<file path="src/rtl/ert_pkg.sv">
// shared types and constants for the echo request tracker
// no dependencies; imported by every rtl module of the tracker
package ert_pkg;

  // fixed field widths
  localparam int SLOT_W    = 6;
  localparam int CFG_IDX_W = 4;
  localparam int CFG_DAT_W = 32;

  // command codes
  localparam logic [1:0] CMD_REPLY = 2'd0;
  localparam logic [1:0] CMD_TICK  = 2'd1;
  localparam logic [1:0] CMD_START = 2'd2;

  // register indexes
  localparam logic [CFG_IDX_W-1:0] REG_ECHO_PORT = CFG_IDX_W'(0);
  localparam logic [CFG_IDX_W-1:0] REG_TIMEOUT   = CFG_IDX_W'(1);

  // register reset values
  localparam logic [15:0] ECHO_PORT_RST = 16'd10013;
  localparam logic [31:0] TIMEOUT_RST   = 32'd3100000000;

  // result kinds
  typedef enum logic [2:0] {
    KIND_REPLY_SEND = 3'd0,
    KIND_TIMEOUT    = 3'd1,
    KIND_FIRST      = 3'd2,
    KIND_BAD_PORT   = 3'd3,
    KIND_BAD_INDEX  = 3'd4,
    KIND_BAD_MAGIC  = 3'd5
  } kind_t;

  // input word
  typedef struct packed {
    logic [1:0]  cmd;
    logic [15:0] reply_port;
    logic [31:0] ctx_index;
    logic [63:0] reply_magic;
    logic [63:0] now;
  } in_word_t;

  // result word
  typedef struct packed {
    kind_t             kind;
    logic [SLOT_W-1:0] slot;
    logic [63:0]       send_magic;
    logic [31:0]       reply_total;
    logic [31:0]       drop_total;
    logic              last;
  } out_word_t;

  // one slot table entry
  typedef struct packed {
    logic [63:0] magic;
    logic [63:0] sent;
  } slot_entry_t;

endpackage

</file>
<file path="src/rtl/ert_result_buf.sv">
// one-entry output register between the tracker core and the result channel
// depends on ert_pkg for the result word type
module ert_result_buf import ert_pkg::*; (
  input  logic      clk,
  input  logic      rst,
  input  logic      in_valid,
  output logic      in_ready,
  input  out_word_t in_word,
  output logic      out_valid,
  input  logic      out_ready,
  output out_word_t out_word
);

  // a new word may enter when empty or when the held word leaves
  assign in_ready = !out_valid || out_ready;

  always_ff @(posedge clk) begin
    if (rst) begin
      out_valid <= 1'b0;
    end else if (in_ready) begin
      out_valid <= in_valid;
    end
  end

  always_ff @(posedge clk) begin
    if (in_valid && in_ready) begin
      out_word <= in_word;
    end
  end

endmodule

</file>
<file path="config.mk">
export PLATFORM = sky130hd
export DESIGN_NAME = ert_result_buf
export DESIGN_NICKNAME = d
export VERILOG_FILES = /design/src/rtl/ert_pkg.sv /design/src/rtl/ert_result_buf.sv
export SDC_FILE = /design/constraint.sdc
export NUM_CORES = 1
export LEC_CHECK = 0
export ABC_AREA = 1
export BUFFER_PORTS_ARGS = -buffer_cell sky130_fd_sc_hd__buf_2
export CAP_MARGIN = 0
export CORE_MARGIN = 5
export CORE_UTILIZATION = 35
export CTS_CLUSTER_DIAMETER = 120
export DETAILED_ROUTE_END_ITERATION = 12
export GPL_ROUTABILITY_DRIVEN = 0
export PLACE_DENSITY = 0.69
export SYNTH_ARGS = -nofsm -noshare
export SYNTH_HDL_FRONTEND = slang
export SYNTH_SLANG_ARGS = --single-unit
</file>
<file path="constraint.sdc">
create_clock -name clk -period 21.5 [get_ports clk]
set_input_delay 3.225 -clock clk [delete_from_list [all_inputs] [get_ports clk]]
set_output_delay 3.225 -clock clk [all_outputs]
set_load 0.03 [all_outputs]
</file>
Word level (Yosys, flattened, before mapping)
Index checks and enable logic that the tools add are counted.
{"block": "word_totals", "ff_bits": 139, "input_bits": 142, "output_inout_bits": 140, "wordCells": 10}
{"block": "op_classes", "n_reduce_logical": 3}
{"operator": "$logic_and A1 B1 Y1", "n": 1}
{"operator": "$logic_not A1 Y1", "n": 1}
{"operator": "$logic_or A1 B1 Y1", "n": 1}

Longest topological paths before layout
{"block": "logic_depth", "depth_word": 3, "mapped_depth": 3, "mapped_depth_nobuf": 3}

Worst setup path after synthesis
OpenSTA, ideal clock, no wires.
{"block": "synth_timing", "path_kind": "input to register", "startpoint": "input port in_valid", "endpoint": "register out_word[0] (netlist bit) (enable)", "setup_time_ps": 681, "t_arrival_ps": 9927, "required_time_ps": 20819, "path_slack_ps": 10892, "stages": 2, "n_path_buf": 0, "path_cell_list": "inv_1 > a21oi_1"}
{"block": "synth_via", "elab_chain_cells": 1}
{"item": "from (decl)", "line_no": "ert_result_buf.sv:6", "source": "input logic in_valid,"}
{"item": "$logic_and A1 B1 Y1", "line_no": "ert_result_buf.sv:26", "source": "if (in_valid && in_ready) begin"}
{"item": "to (signal assigned)", "line_no": "ert_result_buf.sv:27", "source": "out_word <= in_word;"}
{"item": "to (decl)", "line_no": "ert_result_buf.sv:11", "source": "output out_word_t out_word"}
Every way passes these cells.
A chain may end at the register's enable or synchronous reset.

Worst setup path after layout
{"block": "layout_timing", "startpoint": "input port out_ready", "endpoint": "output port in_ready"}
{"block": "layout_via", "elab_chain_cells": 1}
{"item": "from (decl)", "line_no": "ert_result_buf.sv:10", "source": "input logic out_ready,"}
{"item": "$logic_or A1 B1 Y1", "line_no": "ert_result_buf.sv:15", "source": "assign in_ready = !out_valid || out_ready;"}
{"item": "to (decl)", "line_no": "ert_result_buf.sv:7", "source": "output logic in_ready,"}
Every way passes these cells.

==> impl_metrics.env <==
export IMPL_outcome="finished, final reports clean"
export IMPL_vias=2570
export IMPL_cts_buffers=17
export IMPL_setup_viol=0
export IMPL_cts_root_buf="clkbuf_16"
export IMPL_post_cts_resize_count=0
export IMPL_path_delay_family="buffers and inverters"
export IMPL_cts_tree="done"
export IMPL_post_cts_setup_buffers=0
export IMPL_worstPathArrival_ns=3.64
export IMPL_combPwrFrac=0.101
export IMPL_irDropWorstVdd_mv=0.05707
export IMPL_cpPeakStageDelay_ns=0.18
export IMPL_drt_initial_drc_count=124
export IMPL_wl_microns=10260
export IMPL_groute_layer_met1_usage=0.1404
export IMPL_overflow=0
export IMPL_grtUsageMet2=0.2328
export IMPL_switching_share=0.2285
export IMPL_p_leak_nw=2.739
export IMPL_finalPower_w=0.0006540
export IMPL_synth_top_cell_area_share=0.9887
export IMPL_hold_class="reg2reg"
export IMPL_clk_latency_ns=0.42
export IMPL_syn_area_per_cell_sq_um=29.11
export IMPL_ant_nets=0
export IMPL_synth_seq_cells=139
export IMPL_final_min_clock_period_ns=6.868
export IMPL_die_area_sq_mm=0.01426
export IMPL_nFillCells=987
export IMPL_start_util=0.3534
export IMPL_timing_worst_slew_pin_value_ns=0.9104
export IMPL_crit_buf_inv=3
export IMPL_path_clk_slew_ns=0.05
export IMPL_synthCells=144
export IMPL_core_area_sq_mm=0.01186
export IMPL_cts_sinks=139
export IMPL_die_w_microns=119.4
export IMPL_slew_limit_headroom=0.3931
export IMPL_synth_cell_area_sq_mm=0.004192
export IMPL_met3_usage=0.08642
export IMPL_synth_fp_nets=286
export IMPL_slew_violations=0
export IMPL_final_layout_size_suffix_gt1_frac=0.6776
export IMPL_path_common_cell="buf_2"
export IMPL_first_global_vias=2757
export IMPL_maxCapViolations=0
export IMPL_hold_viol_final=0
export IMPL_p_int_w=0.0005045
export IMPL_regArea_sq_mm=0.004164
export IMPL_vias_per_cell=4.241
export IMPL_clock_path_buffers=2
export IMPL_yosysWarnings=0
export IMPL_ctsHoldBuffers=0
export IMPL_antennaDiodeCount=0
export IMPL_htreeDepth=4
export IMPL_critPathCaptureType="output port"
export IMPL_critPathMaxFanout=2
export IMPL_path_cells="buf_2 -> inv_2 -> nand2_2 -> buf_2"
export IMPL_finalSetupTns_ns=0
export IMPL_port_buffers=281
export IMPL_wl_per_cell_microns=16.93
export IMPL_rsz0062_at_grt="false"
export IMPL_synth_area_top_cells="edfxtp_1, dfxtp_1, a21oi_2"
export IMPL_p_clk_frac=0.407
export IMPL_ys_seq_area_frac=0.9934
export IMPL_slowest_stage="buf_2"
export IMPL_syn2layout_area_growth_pct=51.52
export IMPL_yosys_cell_types_count=7
export IMPL_power_switching_w=0.0001494
export IMPL_p_seq_frac=0.492
export IMPL_multi_input_comb_area_sq_um=31.28
export IMPL_critPathLaunchType="primary input"
export IMPL_track_usage=0.1414
export IMPL_grt_first_pass_wirelength_microns=14880
export IMPL_ios=282
export IMPL_fin_skew_ns=0.01058
export IMPL_drc=0
export IMPL_cp_required_ns=18.27
export IMPL_die_y_microns=119.4
export IMPL_antenna_found_initial=1
export IMPL_synth_top_cell_by_area="edfxtp_1"
export IMPL_row_count=40
export IMPL_dr_pass1_iters=4
export IMPL_powerDensity_mw_per_mm2=103.0
export IMPL_top_usage_layer="met2"
export IMPL_fin_crit_sh=0.3194
export IMPL_max_freq_mhz=145.6
export IMPL_fin_nets=588
export IMPL_grt_max_degree=74
export IMPL_crit_type="in2out"
[through the flow]
stage               hold WS (ns)    util  cell area (sq um)  instances  setup WS [ns]
floorplan                 0.7339       -               4192        144          10.89
global placement          0.5168  0.4897               5808        574          14.64
detailed placement        0.5242  0.4897               5808        574          14.63
CTS                       0.5381  0.5354               6351        606          14.63
global route              0.5627  0.5354               6351        606          14.61
finish                    0.5417  0.5354               6351        606          14.63
[synthesized netlist by cell type]
library cell,instances
a21oi_1,1
a21oi_2,1
dfxtp_1,1
edfxtp_1,138
inv_1,1
inv_2,1
nand2_2,1
[cell usage in the layout, fill, tap and decap left out, drive strengths merged]
master    netlist  final
a21oi           2      2
bufinv          0      2
dfxtp           1      1
nand2           1      1
clkinv          0      8
inv             2      2
edfxtp        138    138
clkinvlp        0      1
buf             0    283
clkbuf          0     21
[final timing paths]
check                         startpoint                endpoint  slack (ns)  cells past startpoint
setup / recovery               out_ready                in_ready       14.63                      4
hold reg to reg   out_valid$_SDFFE_PP0P_  out_valid$_SDFFE_PP0P_        0.54                      2
hold / removal    out_valid$_SDFFE_PP0P_  out_valid$_SDFFE_PP0P_        0.54                      2
setup reg to reg  out_valid$_SDFFE_PP0P_  out_word[31]$_DFFE_PP_       19.84                      2
[power by group through the flow]
stage,Sequential (W),Combinational (W),Clock [W]
global placement,0.000326,0.0000663,0
CTS,0.000322,0.0000672,0.000274
floorplan,0.000363,0.00000514,0
finish,0.000322,0.0000662,0.000266
detailed placement,0.000327,0.0000672,0
global route,0.000323,0.0000697,0.000287
[layer usage]
metal / up-vias / part of all wire / routed length [microns]
met5: - / 0.0019 / 20
met4: 2 / 0.020 / 204
met3: 22 / 0.13 / 1312
met2: 169 / 0.50 / 5179
met1: 1180 / 0.35 / 3541
li1: 1197 / - / -
[registers in the layout, summed over array words and instances, names as in the netlist]
signal	count
out_word	138
out_valid	1
[cells by family after synthesis]
family / synth area share
flops: 0.9934
compound gates: 0.003283
simple gates: 0.001493
buf+inv: 0.001789
[cell type report]
| type | count | area share |
|---|---|---|
| Multi-Input combinational cell | 3 | 0.004925 |
| Clock inverter | 11 | 0.01615 |
| Tap cell | 147 | 0.02896 |
| Inverter | 2 | 0.001182 |
| Clock buffer | 21 | 0.06935 |
| Timing Repair Buffer | 283 | 0.2238 |
| Sequential cell | 139 | 0.6556 |
[worst reg2reg max path, delay by kind of cell, from the launching register on]
family / cells / cell delay, ns
AO/OA/AOI/OAI: 1 / 0.17
buffers and inverters: 1 / 0.70
flip-flops: 1 / 0.36
Power figures use the tool's default switching activity.
