**config.mk**
```make
export PLATFORM = sky130hd
export DESIGN_NAME = ert_slot_mem
export DESIGN_NICKNAME = d
export VERILOG_FILES = /design/src/rtl/ert_pkg.sv /design/src/rtl/ert_slot_mem.sv
export SDC_FILE = /design/constraint.sdc
export NUM_CORES = 2
export LEC_CHECK = 0
export BUFFER_PORTS_ARGS = -buffer_cell sky130_fd_sc_hd__buf_2
export CAP_MARGIN = 30
export CORE_UTILIZATION = 30
export DETAILED_ROUTE_END_ITERATION = 10
export HOLD_SLACK_MARGIN = 0.1
export REMOVE_ABC_BUFFERS = 1
export SYNTH_ARGS = -nofsm -noshare
export SYNTH_HDL_FRONTEND = slang
export SYNTH_SLANG_ARGS = --single-unit
```
**constraint.sdc**
```tcl
create_clock -name clk -period 7.2 [get_ports clk]
set_input_delay 1.08 -clock clk [delete_from_list [all_inputs] [get_ports clk]]
set_output_delay 1.08 -clock clk [all_outputs]
set_load 0.1 [all_outputs]
```
**src/rtl/ert_pkg.sv**
```systemverilog
// shared types and constants for the echo request tracker
// no dependencies; imported by every rtl module of the tracker
package ert_pkg;

  // fixed field widths
  localparam int SLOT_W    = 6;
  localparam int CFG_IDX_W = 4;
  localparam int CFG_DAT_W = 32;

  // command codes
  localparam logic [1:0] CMD_REPLY = 2'd0;
  localparam logic [1:0] CMD_TICK  = 2'd1;
  localparam logic [1:0] CMD_START = 2'd2;

  // register indexes
  localparam logic [CFG_IDX_W-1:0] REG_ECHO_PORT = CFG_IDX_W'(0);
  localparam logic [CFG_IDX_W-1:0] REG_TIMEOUT   = CFG_IDX_W'(1);

  // register reset values
  localparam logic [15:0] ECHO_PORT_RST = 16'd10013;
  localparam logic [31:0] TIMEOUT_RST   = 32'd3100000000;

  // result kinds
  typedef enum logic [2:0] {
    KIND_REPLY_SEND = 3'd0,
    KIND_TIMEOUT    = 3'd1,
    KIND_FIRST      = 3'd2,
    KIND_BAD_PORT   = 3'd3,
    KIND_BAD_INDEX  = 3'd4,
    KIND_BAD_MAGIC  = 3'd5
  } kind_t;

  // input word
  typedef struct packed {
    logic [1:0]  cmd;
    logic [15:0] reply_port;
    logic [31:0] ctx_index;
    logic [63:0] reply_magic;
    logic [63:0] now;
  } in_word_t;

  // result word
  typedef struct packed {
    kind_t             kind;
    logic [SLOT_W-1:0] slot;
    logic [63:0]       send_magic;
    logic [31:0]       reply_total;
    logic [31:0]       drop_total;
    logic              last;
  } out_word_t;

  // one slot table entry
  typedef struct packed {
    logic [63:0] magic;
    logic [63:0] sent;
  } slot_entry_t;

endpackage

```
**src/rtl/ert_slot_mem.sv**
```systemverilog
// slot table: magic and last-send time per slot, one write and one read port
// depends on ert_pkg; per-entry valid bits make unwritten entries read as zero
module ert_slot_mem import ert_pkg::*; #(
  parameter int DEPTH = 32,
  parameter int AW    = 5
) (
  input  logic          clk,
  input  logic          rst,
  input  logic          rd_en,
  input  logic [AW-1:0] rd_addr,
  output slot_entry_t   rd_entry,
  input  logic          wr_en,
  input  logic [AW-1:0] wr_addr,
  input  slot_entry_t   wr_entry
);

  slot_entry_t      mem [DEPTH];
  logic [DEPTH-1:0] vld;

  // valid bits, cleared at once by reset
  always_ff @(posedge clk) begin
    if (rst) begin
      vld <= '0;
    end else if (wr_en) begin
      vld[wr_addr] <= 1'b1;
    end
  end

  // storage write
  always_ff @(posedge clk) begin
    if (wr_en) begin
      mem[wr_addr] <= wr_entry;
    end
  end

  // registered read, entries never written read as zero
  always_ff @(posedge clk) begin
    if (rd_en) begin
      rd_entry <= vld[rd_addr] ? mem[rd_addr] : '0;
    end
  end

endmodule

```
# After elaboration in Yosys (flattened, before gate mapping)
# Memory sizes are Yosys's and may differ from the RTL's. A register that Yosys moved wholly into a read port is not among the register bits.
# Cells that the tools add are included.
dict set report word_totals {
  in_bits 142
  word_cells 14
  mem_bits_rw 4096
  n_memories 1
  out_inout_bits 128
  reg_bits 32
}
dict set report op_classes {
  reduce_logical 2
  order_cmp 3
  bitwise_logic 1
  mux 6
}
# name words width read_ports rd_clocked_by_memory_dff wr line
set memory_table {}
lappend memory_table {mem 32 128 1 1 1 ert_slot_mem.sv:17} ;# slot_entry_t mem [DEPTH];
# cell n
set ops {}
lappend ops {{32-bit bitwise OR} 1}
lappend ops {{5-bit by 6-bit less-than comparator with 1-bit output, second input constant} 2}
lappend ops {{1-bit binary-select mux with 5-bit select} 1}
lappend ops {{1-bit demux with 5-bit select} 1}
lappend ops {{5-bit by 1-bit >= comparator with 1-bit output, second input constant} 1}
lappend ops {{1-bit two-way mux} 4}
lappend ops {{1-bit logical AND} 1}
lappend ops {{1-bit logical NOT} 1}

# Longest topological paths before layout
dict set report depth {
  word_depth 5
  mapped_depth 10
}

# Worst setup path after synthesis
# Ideal clock, no wire load.
dict set report synth_path {
  kind {input to register}
  from {input wr_addr[0]}
  to {memory mem[12][0] in the netlist's numbering, enable pin}
  slack_ns -0.510
  arrival_time_ns 7.092
  path_stages 3
  path_cell_list {or3b_2 -> clkbuf_1 -> nor2_1}
}
# element line
set synth_lines {}
lappend synth_lines {{from (decl)} ert_slot_mem.sv:13} ;# input logic [AW-1:0] wr_addr,
lappend synth_lines {{to (decl)} ert_slot_mem.sv:17}
# No word-level cell before the write port.

# Final worst setup path
dict set report layout_path {
  from {input rd_addr[0]}
  to {register rd_entry[73] (netlist name)}
}
dict set report layout_between {
  elab_chain_cells 3
}
# element line
set layout_lines {}
lappend layout_lines {{from (decl)} ert_slot_mem.sv:10} ;# input logic [AW-1:0] rd_addr,
lappend layout_lines {{1-bit binary-select mux with 5-bit select} ert_slot_mem.sv:39} ;# rd_entry <= vld[rd_addr] ? mem[rd_addr] : '0;
lappend layout_lines {{1-bit two-way mux (not written as such)} ert_slot_mem.sv:39}
lappend layout_lines {{1-bit logical NOT (no source line)} --}
# Several ways; a longest one is shown, not always the timed one. The select of a mux whose other input is x is not followed.
# A chain may end at the register's enable or synchronous reset.

==> flow_summary_export.csv <==
group,metric,value,unit
detailed_routing,drc,0,
layout,drive_gt1_frac,0.220,
timing,rsz0062_at_grt,"false",
cts,cts_buffers,431,
power_and_ir_drop,power_per_cell_area,280,mW/mm2
timing,fin_worst_skew,40.2,ps
placed_design,portBuffers,269,
synth,synth-main-ff-cell,"edfxtp_1",
global_route,grt_pass1_wl,643,mm
timing,hold_viol_final,0,
floorplan,design.die.area,0.547,mm2
detailed_routing,vias,83100,
cts,ctsResizeCount,0,
global_route,grt_max_degree,128,
synth,ys_types,48,
floorplan,pin_count,270,
global_route,grt_pass1_vias,83600,
floorplan,die_w,740,um
synth,ys_ff_latch,4256,
synth,synth-edff-count,4224,
synth,netlist_instances,7661,
detailed_routing,dr.pass1.iters,6,
detailed_routing,ant_nets,0,
cts,postCtsHoldBufs,0,
timing,setup-tns-final,0,ps
floorplan,start_util,0.302,
cts,cts_tree,"done",
detailed_routing,initialDrtViolationCount,9875,
timing,worst_slew_pin_slew,1120,ps
timing,finalSetupViolations,0,
cts,clock_sinks,4256,
cts,cts.htree.levels,5,
layout,final.fill_count,49900,
floorplan,fp-row-count,270,
timing,post-route-min-period,3820,ps
global_route,grt-ovfl-total,0,
timing,slew_viol_final,0,
critical_path,crit_arrival,4480,ps
synth,synth-async-reset-ratio,0,
floorplan,core-area,0.541,mm2
synth,postSynthAreaPerCell,21.3,um2
critical_path,cp_cell_sequence,"buf_12 > buf_12 > a311oi_1 > nand4_1 > and4_4 > buf_12 > buf_4 > a311oi_1",
synth,netlist.area_leader.share,0.777,
floorplan,chipHeight,740,um
synth,netlist_area,0.163,mm2
synth,synth_area_leaders,"edfxtp_1 78%, mux4_2 9.8%, mux2i_1 3.9%",
timing,fmax,0.262,GHz
critical_path,cp_common_cell,"buf_12",
cts,clock_latency,970,ps
critical_path,slowest_stage,"buf_12",
critical_path,worstSetupPathType,"in2reg",
critical_path,worst-path-max-fanout,89,
cts,post_cts_buffers,0,
timing,timing.final.ws_setup,3380,ps
detailed_routing,via_per_inst,5.30,
placed_design,pre_cts_ws,2300,ps
detailed_routing,wl_per_cell,29.4,um
layout,multi_input_area,0.0331,mm2
placed_design,postPlaceCellArea,0.174,mm2
global_route,antenna_found_initial,145,
placed_design,dpl.hpwl,232,mm
layout,final_cell_area,0.187,mm2
critical_path,cp-start-kind,"primary input",
cts,clk_pin_slew_worst_paths,60,ps
critical_path,cp_data_required_time,7860,ps
power_and_ir_drop,leakagePower,58.9,nW
layout,utilization,0.346,
job,maxCapViolCount,0,
critical_path,max_stage_delay,640,ps
layout,nets,8225,
cts,clock_path_buffers,4,
placed_design,place_congestion,0.741,
synth,yosysTopAreaCell,"edfxtp_1",
layout,area_growth,14.8,%
timing,post-route-period-util,0.530,
layout,regArea,0.127,mm2
detailed_routing,routed_wl,461,mm
critical_path,worstSetupEndpointType,"flop",
global_route,grt_use_total,0.163,
synth,yosys.cell_count.top_type,"edfxtp_1",
power_and_ir_drop,ir_drop,0.229,mV
outcome,outcome,"completed",
timing,relSlewSlack,0.252,
synth,yosys-top-cells-count,"4,224 x edfxtp_1, 712 x mux4_2, 638 x mux2i_1",
timing,worst_hold_slack,471,ps
cts,cts_root_buf,"clkbuf_16",
synth,yosysWarnings,0,
synth,ys_seq_area_frac,0.781,
hold_path,hold_class,"reg2reg",
[layout by cell type, fill, tap and decap left out, drive strengths merged, types with 51 or more instances in the layout]
| cell type | count |
|---|---|
| nor2 | 312 |
| buf | 459 |
| o211ai | 82 |
| a22oi | 151 |
| nor3b | 101 |
| nand2 | 51 |
| mux2i | 638 |
| clkbuf | 518 |
| a21oi | 139 |
| nor3 | 77 |
| a311oi | 58 |
| a221oi | 275 |
| nand2b | 55 |
| clkinv | 208 |
| mux4 | 712 |
| edfxtp | 4224 |
[worst paths after layout]
path | from | to | cells past startpoint | slack, ps
max reg2reg | vld[31] | rd_entry[73] | 7 | 4040
min | vld[11] | vld[11] | 2 | 470
max | rd_addr[0] | rd_entry[73] | 8 | 3380
min reg2reg | vld[11] | vld[11] | 2 | 470
[flip-flops by register name, indices dropped and copies added, names as in the netlist]
| signal | flops |
|---|---|
| vld | 32 |
| mem | 4096 |
| rd_entry | 128 |
[cell families after synthesis]
kind of cell    synth area share
simple gates              0.0211
mux                        0.138
buf+inv                   0.0176
flops                      0.781
compound gates            0.0425
[layer usage]
layer	track usage	vias to the layer above	routed length, um
met5	0	-	442
met1	0.222	44900	187000
met2	0.265	4046	219000
met3	0.0337	801	42700
li1	-	33300	-
met4	0.0425	72	11700
[final cells by class]
cell class,count,share of cell area
Inverter,2,0.0000801
Antenna cell,39,0.000521
Sequential cell,4256,0.680
Multi-Input combinational cell,2932,0.177
Clock buffer,517,0.0608
Clock inverter,269,0.0126
Tap cell,7208,0.0481
Timing Repair Buffer,460,0.0207
[where the power goes]
| part | total [W] | switching, W | internal [W] |
|---|---|---|---|
| registers | 0.0277 | 0.000128 | 0.0276 |
| clock network | 0.0219 | 0.00921 | 0.0127 |
| logic | 0.00287 | 0.00198 | 0.000884 |
| total | 0.0525 | 0.0113 | 0.0412 |
[critical path: cells and delay by family]
kind,cells,cell delay [ps]
AND/OR/NAND/NOR,2,850
AO/OA/AOI/OAI,2,300
buffers and inverters,4,1720
[through the flow]
step	total power (W)	instances
floorplan	0.0297	7190
global route	0.0539	15700
detailed placement	0.0311	14900
global placement	0.0310	14800
CTS	0.0528	15600
finish	0.0525	15700
Power figures use the tool's default switching activity.
